[src/design/mfec_pkg.sv]
// ----------------------------------------------------------------------------
// mfec_pkg
// Shared types, codes and helpers for the most-frequent-evict store.
// ----------------------------------------------------------------------------
package mfec_pkg;

    localparam int CNT_BITS  = 32;
    localparam int IDX_MAX_W = 8;
    localparam int CAP_BITS  = 5;
    localparam logic [CAP_BITS-1:0] CAP_RESET = 5'd16;

    // Update commands broadcast to every cell at commit
    localparam logic [1:0] UPD_NONE = 2'd0;
    localparam logic [1:0] UPD_INC  = 2'd1;
    localparam logic [1:0] UPD_INS  = 2'd2;
    localparam logic [1:0] UPD_CLR  = 2'd3;

    localparam logic FUNC_ACCESS = 1'b0;
    localparam logic FUNC_CLEAR  = 1'b1;

    typedef struct packed {
        logic [1:0]           op;
        logic [IDX_MAX_W-1:0] idx;
    } t_upd;

    // Control flags that travel with the scan along the chain
    typedef struct packed {
        logic stb;
        logic found;
        logic vic_vld;
        logic free_vld;
    } t_scan;

    function automatic logic [CNT_BITS-1:0] sat_inc(input logic [CNT_BITS-1:0] v);
        sat_inc = (v == '1) ? v : v + CNT_BITS'(1);
    endfunction

endpackage

[src/design/mfec_cell.sv]
// ----------------------------------------------------------------------------
// mfec_cell
// One store slot plus one stage of the match / victim / free-slot scan.
// ----------------------------------------------------------------------------
module mfec_cell import mfec_pkg::*; #(
    parameter int KEY_BITS = 20,
    parameter int CELL_IDX = 0,
    parameter int IDX_W    = 4,
    parameter int OCC_W    = 5
) (
    input  logic                i_clk,
    input  logic                i_rst_n,
    input  logic [KEY_BITS-1:0] i_key,
    input  t_upd                i_upd,
    input  logic [CNT_BITS-1:0] i_stamp,
    input  t_scan               i_flags,
    input  logic [IDX_W-1:0]    i_found_idx,
    input  logic [IDX_W-1:0]    i_vic_idx,
    input  logic [CNT_BITS-1:0] i_vic_cnt,
    input  logic [CNT_BITS-1:0] i_vic_stamp,
    input  logic [KEY_BITS-1:0] i_vic_key,
    input  logic [IDX_W-1:0]    i_free_idx,
    input  logic [OCC_W-1:0]    i_occ,
    output t_scan               o_flags,
    output logic [IDX_W-1:0]    o_found_idx,
    output logic [IDX_W-1:0]    o_vic_idx,
    output logic [CNT_BITS-1:0] o_vic_cnt,
    output logic [CNT_BITS-1:0] o_vic_stamp,
    output logic [KEY_BITS-1:0] o_vic_key,
    output logic [IDX_W-1:0]    o_free_idx,
    output logic [OCC_W-1:0]    o_occ
);

    logic                r_valid;
    logic [KEY_BITS-1:0] r_key;
    logic [CNT_BITS-1:0] r_cnt;
    logic [CNT_BITS-1:0] r_stamp;

    t_scan               r_flags;
    logic [IDX_W-1:0]    r_found_idx;
    logic [IDX_W-1:0]    r_vic_idx;
    logic [CNT_BITS-1:0] r_vic_cnt;
    logic [CNT_BITS-1:0] r_vic_stamp;
    logic [KEY_BITS-1:0] r_vic_key;
    logic [IDX_W-1:0]    r_free_idx;
    logic [OCC_W-1:0]    r_occ;

    logic w_sel;
    logic w_match;
    logic w_take;
    logic w_free;

    always_comb begin
        w_sel   = (i_upd.idx == IDX_MAX_W'(CELL_IDX));
        w_match = r_valid && !i_flags.found && (r_key == i_key);
        // higher count wins, earlier stamp breaks a tie, lower slot keeps an exact tie
        w_take  = r_valid && (!i_flags.vic_vld || (r_cnt > i_vic_cnt) ||
                  ((r_cnt == i_vic_cnt) && (r_stamp < i_vic_stamp)));
        w_free  = !r_valid && !i_flags.free_vld;
    end

    // slot contents
    always_ff @(posedge i_clk) begin
        if (!i_rst_n) begin
            r_valid <= 1'b0;
        end else if (i_upd.op == UPD_CLR) begin
            r_valid <= 1'b0;
        end else if (i_upd.op == UPD_INS && w_sel) begin
            r_valid <= 1'b1;
        end
    end

    always_ff @(posedge i_clk) begin
        if (w_sel && i_upd.op == UPD_INS) begin
            r_key   <= i_key;
            r_cnt   <= CNT_BITS'(1);
            r_stamp <= i_stamp;
        end else if (w_sel && i_upd.op == UPD_INC) begin
            r_cnt   <= sat_inc(r_cnt);
        end
    end

    // scan stage: advance the strobe every cycle, hold the data between scans
    always_ff @(posedge i_clk) begin
        if (!i_rst_n) begin
            r_flags <= '0;
        end else begin
            r_flags.stb <= i_flags.stb;
            if (i_flags.stb) begin
                r_flags.found    <= i_flags.found | w_match;
                r_flags.vic_vld  <= i_flags.vic_vld | w_take;
                r_flags.free_vld <= i_flags.free_vld | w_free;
            end
        end
    end

    always_ff @(posedge i_clk) begin
        if (i_flags.stb) begin
            r_found_idx <= w_match ? IDX_W'(CELL_IDX) : i_found_idx;
            r_free_idx  <= w_free ? IDX_W'(CELL_IDX) : i_free_idx;
            r_occ       <= i_occ + OCC_W'(r_valid);
            if (w_take) begin
                r_vic_idx   <= IDX_W'(CELL_IDX);
                r_vic_cnt   <= r_cnt;
                r_vic_stamp <= r_stamp;
                r_vic_key   <= r_key;
            end else begin
                r_vic_idx   <= i_vic_idx;
                r_vic_cnt   <= i_vic_cnt;
                r_vic_stamp <= i_vic_stamp;
                r_vic_key   <= i_vic_key;
            end
        end
    end

    assign o_flags     = r_flags;
    assign o_found_idx = r_found_idx;
    assign o_vic_idx   = r_vic_idx;
    assign o_vic_cnt   = r_vic_cnt;
    assign o_vic_stamp = r_vic_stamp;
    assign o_vic_key   = r_vic_key;
    assign o_free_idx  = r_free_idx;
    assign o_occ       = r_occ;

endmodule

[config.mk]
export PLATFORM = sky130hd
export DESIGN_NAME = mfec_cell
export DESIGN_NICKNAME = d
export VERILOG_FILES = /design/src/design/mfec_pkg.sv /design/src/design/mfec_cell.sv
export SDC_FILE = /design/constraint.sdc
export NUM_CORES = 1
export LEC_CHECK = 0
export BUFFER_PORTS_ARGS = -buffer_cell sky130_fd_sc_hd__buf_2
export CAP_MARGIN = 20
export CORE_AREA = 2 2 147 149
export DETAILED_ROUTE_END_ITERATION = 16
export DIE_AREA = 0 0 149 151
export GPL_TIMING_DRIVEN = 0
export PLACE_DENSITY = 0.7
export SLEW_MARGIN = 10
export SYNTH_ARGS = -nofsm -noshare
export SYNTH_HDL_FRONTEND = slang
export SYNTH_SLANG_ARGS = --single-unit
[constraint.sdc]
create_clock -name i_clk -period 5.1 [get_ports i_clk]
set_input_delay 0.255 -clock i_clk [delete_from_list [all_inputs] [get_ports i_clk]]
set_output_delay 0.255 -clock i_clk [all_outputs]
set_load 0.03 [all_outputs]
== Word level (Yosys, flattened, before mapping) ==
Cells that the tools add are included.

* Output and inout port bits: 105
* Word-level logic and storage cells: 49
* Flip-flop bits (word level): 190
* Input port bits: 169

* Reductions and logical operators: 16
* Bitwise logic cells: 5
* Magnitude comparators: 2
* Add/subtract/negate cells: 2
* Equality and inequality tests: 6
* Multiplexer cells: 3

{| class="wikitable"
|+ Operator list
! kind !! number
|-
| 2-to-1 mux 32 bit || 2
|-
| adder 32 x 1 -> 32 bit, second input constant || 1
|-
| == test 32 bit || 1
|-
| == test 32 bit, second input constant || 1
|-
| > comparator 32 bit || 1
|-
| less-than comparator 32 bit || 1
|-
| == test 20 bit || 1
|-
| 2-to-1 mux 20 bit || 1
|-
| logical NOT 8 bit || 1
|-
| logical AND 1 bit || 7
|-
| adder 5 x 1 -> 5 bit || 1
|-
| == test 2 bit, second input constant || 2
|-
| logical NOT 1 bit || 4
|-
| bitwise OR 1 bit || 3
|-
| == test 2 x 1 -> 1 bit, second input constant || 1
|-
| logical OR 1 bit || 2
|-
| inverter 1 bit || 2
|-
| AND reduction 2 bit || 1
|-
| OR reduction 2 bit || 1
|}

== Logic depth before layout (Yosys ltp) ==
Gate-level depths: netlist (run 1).

* Depth in word-level cells: 5
* Mapped depth: 11

== Worst setup path before layout (run 1) ==
Ideal clock, no wire load.

* Path type: input -> register
* Start: input i_upd[1] in the netlist's numbering
* End: register r_key[0] (enable)
* Data arrival time: 2824 ps
* Library setup time: 438 ps
* Path buffers: 1
* Path slack: 1839 ps
* Stages on the path: 5
* Required time: 4662 ps
* Cells stage by stage: or4_1 nor2_1 nand2_1 nor2_1 clkbuf_1

* Word-level cells in the longest chain between the ends: 2

{| class="wikitable"
|+ RTL lines
! what !! RTL line !! text
|-
| from (decl) || mfec_cell.sv:14 || <nowiki>input t_upd i_upd,</nowiki>
|-
| logical NOT 8 bit || mfec_cell.sv:54 || <nowiki>w_sel = (i_upd.idx == IDX_MAX_W'(CELL_IDX));</nowiki>
|-
| logical AND 1 bit || mfec_cell.sv:74 || <nowiki>if (w_sel && i_upd.op == UPD_INS) begin</nowiki>
|-
| to (signal assigned) || mfec_cell.sv:75 || <nowiki>r_key <= i_key;</nowiki>
|-
| to (decl) || mfec_cell.sv:35 || <nowiki>logic [KEY_BITS-1:0] r_key;</nowiki>
|}

Every way passes these cells.
A chain may end at the register's enable or synchronous reset.

== Worst setup path in the final report (run 1) ==
* Start: register r_stamp[15]
* End: register r_vic_cnt[28] (netlist: o_vic_cnt[28]), data pin

* Word-level cells in the longest chain between the ends: 5

{| class="wikitable"
|+ RTL lines
! what !! RTL line !! text
|-
| from (decl) || mfec_cell.sv:37 || <nowiki>logic [CNT_BITS-1:0] r_stamp;</nowiki>
|-
| from (signal assigned) || mfec_cell.sv:77 || <nowiki>r_stamp <= i_stamp;</nowiki>
|-
| less-than comparator 32 bit || mfec_cell.sv:58 || <nowiki>((r_cnt == i_vic_cnt) && (r_stamp < i_vic_stamp)));</nowiki>
|-
| logical AND 1 bit || mfec_cell.sv:58 ||
|-
| logical OR 1 bit || mfec_cell.sv:57 || <nowiki>w_take = r_valid && (!i_flags.vic_vld || (r_cnt > i_vic_cnt) ||</nowiki>
|-
| logical AND 1 bit || mfec_cell.sv:57 ||
|-
| 2-to-1 mux 32 bit || mfec_cell.sv:102 || <nowiki>if (w_take) begin</nowiki>
|-
| to (signal assigned) || mfec_cell.sv:104 || <nowiki>r_vic_cnt <= r_cnt;</nowiki>
|-
| to (signal assigned) || mfec_cell.sv:109 || <nowiki>r_vic_cnt <= i_vic_cnt;</nowiki>
|-
| to (decl) || mfec_cell.sv:42 || <nowiki>logic [CNT_BITS-1:0] r_vic_cnt;</nowiki>
|}

Every way passes these cells.

==> metrics.md, run 1 <==
| Metric | Value |
|---|---|
| Outcome | `finished clean` |
| Sequential-to-total area share from yosys stat | `57.8%` |
| Max FO, Critical Path | `10` |
| Tot GR Track Use | `20.5%` |
| Adder-cell share of the synthesized area | `8.95%` |
| Clock latency on the worst-skew pair | `430 ps` |
| Synth cell types | `46` |
| Routed len/inst | `17.2 µm` |
| Final Net Count | `1,286` |
| ANT nets after route | `0` |
| Worst Setup Path Type | `reg -> reg` |
| Final worst-path cycle share | `78.6%` |
| Static Leak | `5.07 nW` |
| FILL cells | `1,780` |
| Post-detail-place hpwl | `17.4 mm` |
| I/O pin count | `274` |
| Post-synthesis mux area share | `10.3%` |
| HP Class | `in -> reg` |
| Initial core utilization | `44.3%` |
| Leading area contributor after synthesis | `edfxtp_1` |
| Cell Int Power | `0.00258 W` |
| Synth Area in XOR/XNOR | `4.94%` |
| Switching Fraction | `25.6%` |
| Row count | `53` |
| Synth top area cells | `edfxtp_1 50%, mux2_2 9.0%, ha_1 8.9%` |
| R2R Path End | `o_vic_cnt[28]` |
| Max incr delay on CP | `840 ps` |
| Synthesis-to-layout area growth | `28.9%` |
| Endpoints failing setup | `0` |
| Clk pwr share | `39.1%` |
| Worst Tran Pin Value | `1000 ps` |
| Slew margin rel. | `31.6%` |
| CTS Root Cell | `clkbuf_16` |
| Worst r2r path cells | `10` |
| Most frequent cell after synthesis | `edfxtp_1` |
| H-Tree Depth | `4` |
| Worst EP arrival | `4180 ps` |
| Antenna violations before repair | `3` |
| TritonCTS clock tree | `done` |
| Max IR drop VDD | `0.197 mV` |
| CTS Buf Count | `17` |
| First-pass DRT Iterations | `6` |
| Net Sw Power | `0.000888 W` |
| Crit path capture type | `register` |
| Die width | `149 µm` |
| Flop pwr share | `50.2%` |
| Clock slew at reported path FFs | `80 ps` |
| GPL Wtd Cong | `0.822` |
| Main combinational cell family by area after synthesis | `multiplexers` |
| Tmin final | `4010 ps` |
| Hold Startpoint | `i_key[13]` |
| Flops & latches, synth | `190` |
| WHS Path Cells | `1` |
| Clk_skew | `11.6 ps` |
| Syn nets | `963` |
| Cells after Synth | `728` |
| Die area | `22,500 µm²` |
| Largest net degree at the start of global routing | `64` |
| Hold Path Sink | `r_key[13]` |
| Combinational power share | `10.7%` |
| RSZ-0062 raised after global routing | `false` |
| Fin. max-slew vios | `0` |
| Setup TNS | `0 ps` |
| Vias/cell | `5.04` |
| EDFF count, synth | `153` |
| Max Clk Rate | `249 MHz` |
| Ys async rst share | `0%` |
| Die H | `151 µm` |
| CORE AREA | `20,800 µm²` |
| Vias in the first global route | `6,667` |
| # port buffers | `273` |
| Synth Area per Inst | `12.7 µm²` |
| Cell Count, Final, Fillers Out | `1,340` |
| Layout cells sized above 1 | `37.4%` |
| Reg2reg setup slack | `1090 ps` |
| Synth Area in Simple Gates | `9.84%` |
| DRC viols | `0` |
| Via count | `6,747` |
| Post-synthesis compound-gate area fraction | `4.11%` |
| Clk sinks | `190` |
| Dominant synthesized flop cell | `edfxtp_1` |
| First-pass GRT wire length | `35.2 mm` |
| Worst EP required | `5280 ps` |
| DP Cell Count | `1,278` |
| Netlist Area Pre-Place | `9230 µm²` |
| R2R Path Start | `r_stamp[15]` |
| Yosys top cell area share | `49.8%` |
| Synth cell count leaders | `153 x edfxtp_1, 83 x inv_1, 74 x mux2_2` |
| Tot Pwr | `0.00347 W` |
| DR iter-0 viols | `346` |
| Crit start category | `register` |
| CP most frequent cell | `buf_2` |
| Pwr dens | `292 nW/µm²` |
| Max-cap viol count | `0` |
| Cell Chain, Critical Path | `ha_1, nand4_1, nor2_1, nor4b_1, o41ai_1, a2111oi_0, o22ai_2, buf_2, buf_2, mux2_1` |
| Fin. Hold Viols | `0` |
| YS warnings | `0` |
| Grt total ovfl | `0` |
| Total Wirelength | `23.1 mm` |
| CP max stage cell | `a2111oi_0` |
| Clock buffer depth | `2` |
## cells by family (layout without fill, tap and decap cells)
logic type	Yosys count	in the layout
xor gates and xnor gates	52	52
adders and majority gates	66	66
buffers and inverters	98	434
other	0	1
AOI/OAI and AO/OA	62	62
DFF	190	190
muxes	85	85
and+or+nand+nor	175	175
## critical path: cells and delay by family (launching register included)
family | cells | cell delay [ps]
AOI/OAI and AO/OA | 3 | 1380
and+or+nand+nor | 3 | 690
buffers and inverters | 2 | 600
DFF | 1 | 400
muxes | 1 | 350
adders and majority gates | 1 | 320
## flip-flops by register name, summed over array words and instances, names as in the netlist
register	count
o_vic_cnt	32
o_vic_stamp	32
r_cnt	32
r_stamp	32
o_vic_key	20
r_key	20
o_occ	5
o_flags	4
o_found_idx	4
o_free_idx	4
o_vic_idx	4
r_valid	1
## worst max path at each step
stage           startpoint       endpoint  slack, ps
2_1_floorplan     i_upd[1]       r_key[0]       1840
3_3_place_gp      i_upd[5]      r_key[13]        430
3_5_place_dp   r_stamp[14]  o_vic_cnt[28]        960
4_1_cts        r_stamp[15]  o_vic_cnt[28]        940
5_1_grt        r_stamp[14]  o_vic_cnt[28]        880
6_report       r_stamp[15]  o_vic_cnt[28]       1090
## power groups by stage
stage | registers [W] | logic [W] | clock network [W]
6_report | 0.00174 | 0.000371 | 0.00136
5_1_grt | 0.00175 | 0.000405 | 0.00144
4_1_cts | 0.00174 | 0.000375 | 0.00138
3_5_place_dp | 0.00178 | 0.000354 | 0
3_3_place_gp | 0.00178 | 0.000345 | 0
2_1_floorplan | 0.00188 | 0.0000908 | 0
## through the flow
stage / hold WS (ps) / worst slack (ps) / instance area [µm²] / util, %
after global placement: 432 / 432 / 10900 / 52.5
after detailed placement: 433 / 958 / 11000 / 52.8
after floorplan: 344 / 1840 / 9230 / -
final: 27.3 / 1090 / 11900 / 57.1
after global routing: 3.39 / 881 / 11900 / 57.1
after CTS: 5.02 / 936 / 11900 / 57.1
## per-layer routing
metal | track usage (%) | share of wire, %
met4 | 7.38 | 2.2
met1 | 25.3 | 42
met3 | 5.03 | 7.2
met5 | 0 | 0.078
met2 | 35.0 | 49
## placed cells by master (no fill, tap or decap), types with 7 or more instances in the layout
cell,n
nand2_1,27
edfxtp_1,153
inv_1,83
nor2_1,45
buf_2,280
dfxtp_1,37
a21oi_1,26
mux2i_1,9
o21ai_0,13
nor3_1,17
dlygate4sd3_1,29
clkbuf_16,17
nand4_1,20
xor2_1,19
mux2_2,74
ha_1,66
nand3_1,20
nor2b_1,7
xnor2_1,33
## cell type report
type	count	area, µm²	share of cell area (%)
buffer	15	70.1	0.589
sequential	190	5340	44.8
clock buffer	17	425	3.58
inverter	83	312	2.62
antenna	1	2.50	0.0210
multi-input combinational	440	3510	29.5
tap	275	344	2.89
clock inverter	15	178	1.49
timing repair buffer	304	1720	14.4
## what timing repair did
| action | CTS | global route |
|---|---|---|
| endpoints found under the hold margin | 29 | 0 |
| resized for setup | 0 | 0 |
| buffers inserted | 0 | 0 |
| hold buffers | 29 | 0 |
Note: power is estimated with default switching activity, not from simulation.
==> run 2: changes to the inputs <==
- PLACE_DENSITY: 0.7 -> 0.73
- clock period: 5.1 -> 3.23 ns (I/O delays scaled with it)
==> metrics.md, run 2 (synthesis gave the netlist of run 1 again) <==
| Metric | Value |
|---|---|
| Clk sinks | `190` |
| I/O pin count | `274` |
| Antenna violations before repair | `2` |
| Tmin final | `3090 ps` |
| Die H | `151 µm` |
| First-pass GRT wire length | `35.2 mm` |
| H-Tree Depth | `4` |
| Switching Fraction | `26.1%` |
| Slew margin rel. | `64.1%` |
| R2R Path Start | `r_stamp[13]` |
| Max IR drop VDD | `0.323 mV` |
| Reg2reg setup slack | `140 ps` |
| CTS Root Cell | `clkbuf_16` |
| Post-detail-place hpwl | `17.2 mm` |
| GPL Wtd Cong | `0.816` |
| Die area | `22,500 µm²` |
| R2R Path End | `o_vic_stamp[5]` |
| Layout cells sized above 1 | `37.1%` |
| Hold_ws | `18.8 ps` |
| TritonCTS clock tree | `done` |
| Tot GR Track Use | `20.7%` |
| Vias/cell | `4.96` |
| Total Wirelength | `23.5 mm` |
| Flop pwr share | `50.5%` |
| Worst Tran Pin Value | `539 ps` |
| DRC viols | `0` |
| # port buffers | `273` |
| Tot Pwr | `0.00545 W` |
| Max FO, Critical Path | `10` |
| Crit path capture type | `register` |
| Clock slew at reported path FFs | `80 ps` |
| Grt total ovfl | `0` |
| WHS Path Cells | `2` |
| Combinational power share | `11.3%` |
| Synthesis-to-layout area growth | `32.7%` |
| Routed len/inst | `17.1 µm` |
| Vias in the first global route | `6,814` |
| CTS Buf Count | `17` |
| DP Cell Count | `1,278` |
| Row count | `53` |
| Final Net Count | `1,317` |
| Outcome | `finished clean` |
| Final worst-path cycle share | `95.8%` |
| Max Clk Rate | `323 MHz` |
| First-pass DRT Iterations | `4` |
| Worst r2r path cells | `10` |
| Fin. max-slew vios | `0` |
| Setup TNS | `0 ps` |
| Clk_skew | `14.5 ps` |
| Clock buffer depth | `2` |
| Pwr dens | `445 nW/µm²` |
| Worst EP required | `3420 ps` |
| Largest net degree at the start of global routing | `66` |
| Crit start category | `register` |
| Static Leak | `5.22 nW` |
| Final worst slack | `137 ps` |
| Worst Setup Path Type | `reg -> reg` |
| Hold Path Sink | `o_free_idx[1]` |
| Via count | `6,811` |
| ANT nets after route | `0` |
| Worst EP arrival | `3280 ps` |
| Net Sw Power | `0.00142 W` |
| Commonest non-fill, non-tap cell in the layout | `buf_2` |
| RSZ-0062 raised after global routing | `true` |
| Endpoints failing setup | `0` |
| Cell Count, Final, Fillers Out | `1,372` |
| Fin. Hold Viols | `0` |
| Die width | `149 µm` |
| Hold Startpoint | `i_free_idx[1]` |
| Cell Int Power | `0.00403 W` |
| Initial core utilization | `44.3%` |
| Pre-CTS setup slack | `-708 ps` |
| HP Class | `in -> reg` |
| Clock latency on the worst-skew pair | `430 ps` |
| Most frequent cells in the layout | `277 x buf_2, 153 x edfxtp_1, 83 x inv_1, 74 x mux2_2, 66 x ha_1` |
| CORE AREA | `20,800 µm²` |
| Max-cap viol count | `0` |
| Clk pwr share | `38.2%` |
| DR iter-0 viols | `280` |
run 2: cell count changes in the layout (fill, tap and decap cells not counted), moves of 2 or more:
cell,before,now
nor4b_2,0,2
clkbuf_4,1,3
buf_2,280,277
a2111oi_2,0,2
inv_8,2,5
dlygate4sd3_1,29,59
buf_4,0,4
nor4b_1,2,0
clkinv_4,3,5
inv_6,4,1
a2111oi_0,3,0
run 2: power by group through the flow:
stage	Sequential [W]	Clock (W)	Combinational [W]
3_3_place_gp	0.00281	0	0.000543
4_1_cts	0.00275	0.00213	0.000623
3_5_place_dp	0.00281	0	0.000558
6_report	0.00275	0.00208	0.000618
2_1_floorplan	0.00296	0	0.000143
5_1_grt	0.00276	0.00223	0.000672
run 2: layout make-up:
class,count,area (µm²)
inverters,83,312
clock inverters,14,149
diodes,2,5.00
clock buffers,18,429
flip-flops and latches,190,5340
repair buffers,336,2030
well taps,275,344
fillers,1711,8570
multi-input cells,440,3560
plain buffers,14,77.6
run 2: metrics by stage:
step	instance area [µm²]	util, %
6_report	12200	58.8
5_1_grt	12200	58.8
4_1_cts	12200	58.7
3_5_place_dp	11000	52.8
3_3_place_gp	10900	52.5
2_1_floorplan	9230	-
run 2: worst max-delay path by stage:
stage | startpoint | to | cells past startpoint
finish | r_stamp[13] | o_vic_stamp[5] | 10
global route | r_stamp[13] | o_vic_stamp[5] | 10
CTS | r_stamp[15] | o_vic_cnt[26] | 10
detailed placement | r_stamp[15] | o_vic_cnt[26] | 10
global placement | i_upd[5] | r_key[4] | 6
floorplan | i_upd[1] | r_key[0] | 5
run 2: timing repair:
| item | 4_1_cts | 5_1_grt |
|---|---|---|
| resized for setup | 11 | 6 |
| hold buffers | 59 | 0 |
| pin swaps | 2 | 1 |
| buffers inserted | 2 | 0 |
| endpoints found under the setup margin | 88 | 70 |
| endpoints found under the hold margin | 59 | 0 |
run 2: critical path, stage by stage (launching register included):
cell,delay [ps]
edfxtp_1,400
ha_1,300
a21o_1,150
a21o_1,170
a22o_1,230
o41ai_2,380
a2111oi_2,160
o22ai_2,180
buf_4,200
buf_2,280
mux2_2,390
run 2: routing by layer:
metal	up-vias	GRT usage, %	wire length [µm]
li1	3339	-	-
met1	3208	24.9	9650
met2	235	37.3	11800
met3	29	4.40	1570
met4	0	6.19	450
met5	-	0	0
==> run 3: changes to the inputs <==
- CORE_AREA: 2 2 147 149 -> 2 2 164 134
- DIE_AREA: 0 0 149 151 -> 0 0 166 136
==> metrics.md, run 3 (synthesis gave the netlist of run 1 again) <==
| Metric | Value |
|---|---|
| Outcome | `finished clean` |
| ANT nets after route | `0` |
| Max incr delay on CP | `430 ps` |
| Worst Tran Pin Value | `611 ps` |
| Clk_skew | `19.4 ps` |
| Antenna violations before repair | `1` |
| First-pass GRT wire length | `36.5 mm` |
| Tot GR Track Use | `20.9%` |
| GPL Wtd Cong | `0.868` |
| Post-detail-place hpwl | `17.2 mm` |
| Worst EP arrival | `3270 ps` |
| Final Net Count | `1,315` |
| # port buffers | `273` |
| Reg2reg setup slack | `150 ps` |
| I/O pin count | `274` |
| M1 GR Usage | `27.4%` |
| Clk sinks | `190` |
| First-pass DRT Iterations | `6` |
| Via count | `6,805` |
| Synthesis-to-layout area growth | `33.2%` |
| Met2 Track Usage GR | `34.9%` |
| Layout cells sized above 1 | `37.5%` |
| Max-cap viol count | `0` |
| Pwr dens | `450 nW/µm²` |
| Grt total ovfl | `0` |
| Max Clk Rate | `324 MHz` |
| Fin. Hold Viols | `0` |
| R2R Path End | `o_vic_cnt[1]` |
| CTS Buf Count | `17` |
| Clock buffer depth | `2` |
| Fin. max-slew vios | `0` |
| Row count | `48` |
| Max IR drop VDD | `0.295 mV` |
| Clock slew at reported path FFs | `90 ps` |
| N_diodes | `0` |
| HP Class | `in -> reg` |
| TritonCTS clock tree | `done` |
| Vias in the first global route | `6,872` |
| CP top delay family | `compound AO/OA/AOI/OAI gates` |
| Routed len/inst | `17.2 µm` |
| DR iter-0 viols | `532` |
| WHS Path Cells | `2` |
| Largest net degree at the start of global routing | `71` |
| Die area | `22,600 µm²` |
| Crit start category | `register` |
| Worst r2r path cells | `10` |
| Tmin final | `3080 ps` |
| Most frequent cells in the layout | `273 x buf_2, 153 x edfxtp_1, 83 x inv_1, 74 x mux2_2, 66 x ha_1` |
| Initial core utilization | `43.8%` |
| DRC viols | `0` |
| Vias/cell | `4.97` |
| R2R Path Start | `r_stamp[5]` |
| Worst Setup Path Type | `reg -> reg` |
| Final worst-path cycle share | `95.4%` |
| Cell Chain, Critical Path | `ha_1, a21oi_1, o21ai_0, a22o_1, o41ai_4, a2111oi_2, o22ai_2, buf_4, clkbuf_4, mux2_2` |
| Crit path capture type | `register` |
| Bufs and invs on worst path | `2` |
| Static Leak | `5.23 nW` |
| Total Wirelength | `23.5 mm` |
| Hold_ws | `14.4 ps` |
| CP max stage cell | `edfxtp_1` |
| Hold Path Sink | `o_vic_key[7]` |
| Max FO, Critical Path | `10` |
| CTS Root Cell | `clkbuf_16` |
| Setup TNS | `0 ps` |
| Commonest non-fill, non-tap cell in the layout | `buf_2` |
| Busiest grt layer | `met2` |
| Die H | `136 µm` |
| Worst EP required | `3420 ps` |
| GR Util met3 | `4.66%` |
| CORE AREA | `21,100 µm²` |
| Slew margin rel. | `59.3%` |
| Endpoints failing setup | `0` |
| Hold Startpoint | `i_vic_key[7]` |
| Clock latency on the worst-skew pair | `440 ps` |
| H-Tree Depth | `4` |
| Die width | `166 µm` |
-- run 3: cell count changes in the layout (fill, tap and decap cells not counted), moves of 3 or more --
cell and change:
buf_2 -4, clkinv_4 -3, clkinv_8 +4, clkbuf_4 +4
-- run 3: worst max path at each step --
stage | from | endpoint | slack (ps) | depth (start not counted)
floorplan | i_upd[1] | r_key[0] | 60 | 5
global placement | i_upd[1] | r_stamp[9] | -1390 | 6
detailed placement | r_cnt[23] | o_vic_cnt[22] | -650 | 9
CTS | r_stamp[14] | o_vic_cnt[26] | 40 | 10
global route | r_stamp[14] | o_vic_cnt[1] | -8 | 10
finish | r_stamp[5] | o_vic_cnt[1] | 150 | 10
-- run 3: where the power goes --
part / internal [W] / total (W) / switching, W
Combinational: 0.000262 / 0.000616 / 0.000355
Clock: 0.00106 / 0.00217 / 0.00111
Sequential: 0.00273 / 0.00275 / 0.0000230
-- run 3: repair_timing --
action                                 4_1_cts  5_1_grt
hold buffers                                57        0
endpoints found under the hold margin       57        0
gates resized for setup                     16       13
buffers inserted                             2        0
setup endpoints to repair                   88       68
pin swaps                                    1        3
-- run 3: final cells by class --
type                    count  area, µm²
plain buffers              14       91.3
clock buffers              17        425
clock inverters            15        191
fillers                  1714       8790
inverters                  83        312
multi-input cells         440       3580
flip-flops and latches    190       5340
well taps                 275        344
repair buffers            334       2010
-- run 3: per-layer routing --
layer  vias to the layer above  wire length, µm
met3                        26             1430
met5                         -               13
met4                         2              382
met2                       213            11200
met1                      3224            10500
li1                       3340                -
-- run 3: through the flow --
| step | cell area, µm² | worst slack (ps) | std cells | total power [W] | util (%) |
|---|---|---|---|---|---|
| 2_1_floorplan | 9230 | 62.3 | 728 | 0.00311 | - |
| 3_3_place_gp | 10900 | -1390 | 1276 | 0.00335 | 51.9 |
| 3_5_place_dp | 11000 | -651 | 1278 | 0.00336 | 52.2 |
| 4_1_cts | 12300 | 41.1 | 1369 | 0.00557 | 58.2 |
| 5_1_grt | 12300 | -7.88 | 1368 | 0.00572 | 58.3 |
| 6_report | 12300 | 148 | 1368 | 0.00553 | 58.3 |
